[config.mk]
export PLATFORM = sky130hd
export DESIGN_NAME = simpr_out_fifo
export DESIGN_NICKNAME = d
export VERILOG_FILES = /design/src/hdl/simpr_pkg.sv /design/src/hdl/simpr_out_fifo.sv
export SDC_FILE = /design/constraint.sdc
export NUM_CORES = 1
export LEC_CHECK = 0
export BUFFER_PORTS_ARGS = -buffer_cell sky130_fd_sc_hd__buf_2
export CAP_MARGIN = 0
export CORE_UTILIZATION = 50
export CTS_CLUSTER_DIAMETER = 50
export DETAILED_ROUTE_END_ITERATION = 6
export PLACE_DENSITY = 0.76
export SYNTH_ARGS = -nofsm -noshare
export SYNTH_HDL_FRONTEND = slang
export SYNTH_SLANG_ARGS = --single-unit
[constraint.sdc]
create_clock -name clk_i -period 3 [get_ports clk_i]
set_clock_uncertainty 0.05 [all_clocks]
set_input_delay 0.3 -clock clk_i [delete_from_list [all_inputs] [get_ports clk_i]]
set_output_delay 0.3 -clock clk_i [all_outputs]
set_load 0.005 [all_outputs]
[src/hdl/simpr_pkg.sv]
package simpr_pkg;

  // Cell width as seen at the input; the 64-bit form is sign extended to this.
  localparam int unsigned CELL_W    = 128;
  // Bits left for the chain after the entry stage has taken the sign and one bit.
  localparam int unsigned DATA_W    = CELL_W - 2;
  // Bits reduced by each cell per cycle while the chain is enabled.
  localparam int unsigned CELL_BITS = 2;
  localparam int unsigned NUM_CELLS = DATA_W / CELL_BITS;

  localparam int unsigned REG_W     = 32;
  localparam int unsigned RES_W     = 32;
  localparam int unsigned IN_TDATA_W  = 128;
  localparam int unsigned OUT_TDATA_W = 40;

  localparam logic [REG_W-1:0] MODULUS_RESET = 32'd1000003;

  typedef enum logic [0:0] {
    CFG_WIDE_MODE = 1'b0,
    CFG_MODULUS   = 1'b1
  } cfg_idx_e;

  typedef enum logic [1:0] {
    SIGN_ZERO = 2'd0,
    SIGN_POS  = 2'd1,
    SIGN_NEG  = 2'd2
  } sign_class_e;

  // What travels along the chain beside the running residue.
  typedef struct packed {
    sign_class_e        cls;
    logic [DATA_W-1:0]  bits;
  } cell_flow_t;

  typedef struct packed {
    sign_class_e        cls;
    logic [RES_W-1:0]   residue;
  } out_item_t;

  typedef struct packed {
    logic valid;
    logic full;
  } fifo_stat_t;

endpackage

[src/hdl/simpr_out_fifo.sv]
module simpr_out_fifo (
  input  logic                   clk_i,
  input  logic                   rst_ni,
  input  logic                   push_i,
  input  simpr_pkg::out_item_t   item_i,
  input  logic                   pop_i,
  output simpr_pkg::out_item_t   item_o,
  output simpr_pkg::fifo_stat_t  stat_o
);

  simpr_pkg::out_item_t mem_q [2];
  logic                 wr_ptr_q, rd_ptr_q;
  logic [1:0]           cnt_q, cnt_d;
  logic                 do_pop;

  assign do_pop = pop_i && (cnt_q != 2'd0);

  always_comb begin
    cnt_d = cnt_q;
    if (push_i && !do_pop) begin
      cnt_d = cnt_q + 2'd1;
    end else if (!push_i && do_pop) begin
      cnt_d = cnt_q - 2'd1;
    end
  end

  always_ff @(posedge clk_i or negedge rst_ni) begin
    if (!rst_ni) begin
      wr_ptr_q <= 1'b0;
      rd_ptr_q <= 1'b0;
      cnt_q    <= 2'd0;
    end else begin
      if (push_i) begin
        wr_ptr_q <= ~wr_ptr_q;
      end
      if (do_pop) begin
        rd_ptr_q <= ~rd_ptr_q;
      end
      cnt_q <= cnt_d;
    end
  end

  always_ff @(posedge clk_i) begin
    if (push_i) begin
      mem_q[wr_ptr_q] <= item_i;
    end
  end

  assign item_o       = mem_q[rd_ptr_q];
  assign stat_o.valid = (cnt_q != 2'd0);
  assign stat_o.full  = (cnt_q == 2'd2);

endmodule

[Yosys cells after proc, flatten, opt, wreduce, memory -nomap -nowiden]
Memories as Yosys holds them, arrays and structs flattened.
Cells that the tools add are included.
Widths: inputs -> output; s select.
Storage, ports and cells
  memories kept: 1
  flip-flop bits (word level): 4
  input port bits: 38
  word-level logic and storage cells: 20
  RAM bits: 68
Cells by class
  equality and inequality tests: 1
  bitwise logic cells: 2
  mux-type cells: 4
  add/subtract/negate cells: 2
  reductions and logical operators: 7
Memories
  mem_q: depth 2, bits a word 34, read ports 1, clocked after memory_dff 0, wr ports 1, RTL line simpr_out_fifo.sv:11  | simpr_pkg::out_item_t mem_q [2];
Operators by type and width (number)
  $mux 2: 2
  $reduce_bool 2->1: 2
  $logic_and 1x1->1: 3
  $add 2x1->2 const B: 1
  $eq 2x2->1 const B: 1
  $logic_not 1->1: 2
  $mux 1: 2
  $not 1->1: 2
  $sub 2x1->2 const B: 1

[Depth between registers and ports, before layout]
  word-level depth: 5
  depth in mapped cells: 6

[Worst setup path before layout]
OpenSTA, ideal clock, no wires.
  path kind: register to register
  start point: register wr_ptr_q
  end point: memory mem_q[0][0] (netlist bit), enable pin
  stages on the path, launching flop included: 2
  buffers on the path: 0
  required time: 2.521 ns
  data arrival time: 1.930 ns
  slack: 0.591 ns
  setup time: 0.429 ns
  cells stage by stage: dfrtp_1 nor2b_1
RTL lines
  from (decl): RTL line simpr_out_fifo.sv:12  | logic wr_ptr_q, rd_ptr_q;
  from (signal assigned): RTL line simpr_out_fifo.sv:34  | wr_ptr_q <= ~wr_ptr_q;
  to (decl): RTL line simpr_out_fifo.sv:11
No word-level cell before the write port.

==> impl_metrics.yaml <==
timing:
  tightest_slew_ns: 0.956
  holdWs_ns: 0.105
  fin_crit_ns: 2.35
  relSlewSlack_pct: 36.1
  setup_ws_ns: 0.650
  grt_setup_unrepaired: "no"
  finalHoldViolCount: 0
  setup_viol: 0
  fmax_ghz: 0.426
  final.period_utilization_pct: 78.3
  slew_violations: 0
  fin_tns_setup_ns: 0
power_and_ir_drop:
  clkPwrFrac_pct: 27.0
  total_power_mw: 3.23
  intPower_mw: 2.42
  pwr-share-seq_pct: 46.8
  power.switching_mw: 0.810
  combPwrFrac_pct: 26.2
  vdd_drop_max_mv: 0.706
  switching_share_pct: 25.1
  leakage_nw: 1.41
  p_per_area_mw_per_mm2: 933
clocking:
  worstSkewPairLatency_ns: 0.33
  cts_root_buf: "clkbuf_8"
  path_clk_slew_ns: 0.07
  cts-htree-levels: 3
  cts_sinks: 72
  clock_path_buffers: 2
  cts_tree: "built"
  cts_setup_buffers: 0
  cts_made_buffers: 9
logic_synthesis:
  yosys_warnings: 0
  yosysTopAreaCellShare_pct: 73.1
  avgSynthCellArea_um2: 22.9
  yosysTopAreaCell: "edfxtp_1"
  syn_inst: 122
  syn-num-nets: 161
  yosysMostFrequentCell: "edfxtp_1"
  synthTopCellsByCount: "edfxtp_1 (68), mux2_4 (29), mux2_2 (5)"
  synthesis.area_mm2: 0.00279
  ys_types: 14
  yosys-top-cells-area: "edfxtp_1 (73%), mux2_4 (16%), dfrtp_1 (3.6%), buf_12 (2.1%), mux2_2 (2.0%)"
  ys_seq_area_share_pct: 76.7
  ys_ff_latch: 72
  synth_edf_count: 68
  postSynth.asyncResetShare_pct: 5.56
  synth-main-ff-cell: "edfxtp_1"
place:
  port_buffers: 73
  dp_slack_ns: 0.983
  place.gp.congestion: 0.674
  dp_hpwl_um: 2890
  dpl.cell_count: 264
  dpl-instance-area_mm2: 0.00322
floorplan:
  die_w_um: 76.8
  io_pins: 74
  rows: 26
  initial_core_util_pct: 53.3
  dieArea_mm2: 0.00589
  die-height_um: 76.8
  core_area_mm2: 0.00524
layout:
  fin_nets: 245
  area_growth_pct: 24.0
  postLayoutCoreUtil_pct: 66.1
  fin_area_mm2: 0.00346
  fillers: 360
  instances_no_fill: 281
  layout-drive-gt1-share_pct: 59.7
  antenna_cells: 0
hold_path:
  hold_path_class: "in2reg"
  hold_start: "item_i[4]"
detailed_routing:
  initialDrtViolationCount: 53
  routedWlPerCell_um: 15.2
  ant_nets: 0
  firstDrtPassIters: 4
  vias_per_cell: 4.97
  wl_um: 4280
  drc_errors: 0
  dr_total_vias: 1396
setup_path:
  cp_top_family: "flip-flops"
  path_cells: "buf_4, mux2_4, buf_2"
  critPathSlowestCell: "dfrtp_2"
  path_buf_inv: 2
  max_stage_delay_ns: 0.95
  r2r-start: "wr_ptr_q"
  worstSetupEndpointType: "output pin"
  cp_max_fo: 30
  worstPathRequired_ns: 2.65
  arrival_ns: 2.00
  cp-start-kind: "register"
  crit_type: "reg2out"
  startpoint: "rd_ptr_q"
global_route:
  grt_start_max_net_pins: 35
  grt_usage_pct: 16.3
  grt_overflow: 0
  grt_pass1_vias: 1507
  grt_pass1_wl_um: 6930
  antenna_found_initial: 0
flow_run:
  maxCapViolCount: 0
outcome:
  status: "finished, final reports clean"
==> logic make-up after synthesis <==
family / after synthesis / share of synthesized area [%]
DFF: 72 / 76.7
buffers and inverters: 4 / 2.55
and+or+nand+nor: 6 / 1.16
adders and majority gates: 1 / 0.448
muxes: 34 / 17.6
xor gates and xnor gates: 5 / 1.57
==> final timing paths <==
check                              endpoint  slack, ns  cells past startpoint
worst max-delay path              item_o[1]       0.65                      3
worst min-delay path            mem_q[1][4]       0.11                      1
worst max register to register  mem_q[1][6]       1.24                      2
worst min register to register     cnt_q[1]       0.45                      1
max in group asynchronous          rd_ptr_q       2.50                      2
min in group asynchronous          wr_ptr_q       0.26                      2
==> worst register-to-register path: cells and delay by family, from the launching register on <==
family,cells,cell delay (ns)
simple gates,1,0.73
flops,1,0.43
buf+inv,1,0.26
==> state kept, by name, indices dropped and copies added (netlist names) <==
register  flops
cnt_q         2
mem_q        68
rd_ptr_q      1
wr_ptr_q      1
==> repair_timing <==
action,CTS,global route
endpoints found under the hold margin,4,0
hold buffers,1,0
resized for setup,0,0
==> layout by cell type, fill, tap and decap left out, types with 2 or more instances in the layout <==
| master | Yosys | final |
|---|---|---|
| mux2_2 | 5 | 5 |
| clkbuf_8 | 0 | 9 |
| xnor2_1 | 2 | 2 |
| dfrtp_1 | 4 | 3 |
| buf_4 | 0 | 2 |
| mux2_4 | 29 | 29 |
| clkinv_1 | 0 | 2 |
| edfxtp_1 | 68 | 68 |
| xor2_1 | 3 | 3 |
| buf_2 | 0 | 73 |
| bufinv_16 | 0 | 3 |
==> final cells by class <==
| type | instances | area [um^2] | share of cell area [%] |
|---|---|---|---|
| clock buffer | 9 | 124 | 3.58 |
| sequential | 72 | 2140 | 61.9 |
| tap | 70 | 87.6 | 2.53 |
| multi-input combinational | 46 | 588 | 17.0 |
| timing repair buffer | 77 | 410 | 11.8 |
| clock inverter | 7 | 110 | 3.18 |
==> per-layer routing <==
metal	vias up	GRT usage, %	routed length, um
met2	60	27.6	2260
met1	684	16.9	1630
met4	0	9.81	88
met3	11	6.43	309
met5	-	0	0
li1	641	-	-
==> power groups by stage <==
stage / logic (mW) / registers (mW) / clock network, mW
floorplan: 0.714 / 1.41 / 0
global placement: 0.846 / 1.52 / 0
detailed placement: 0.860 / 1.54 / 0
CTS: 0.865 / 1.52 / 0.897
global route: 0.915 / 1.54 / 0.945
finish: 0.847 / 1.51 / 0.874
(Power assumes the default switching activity.)
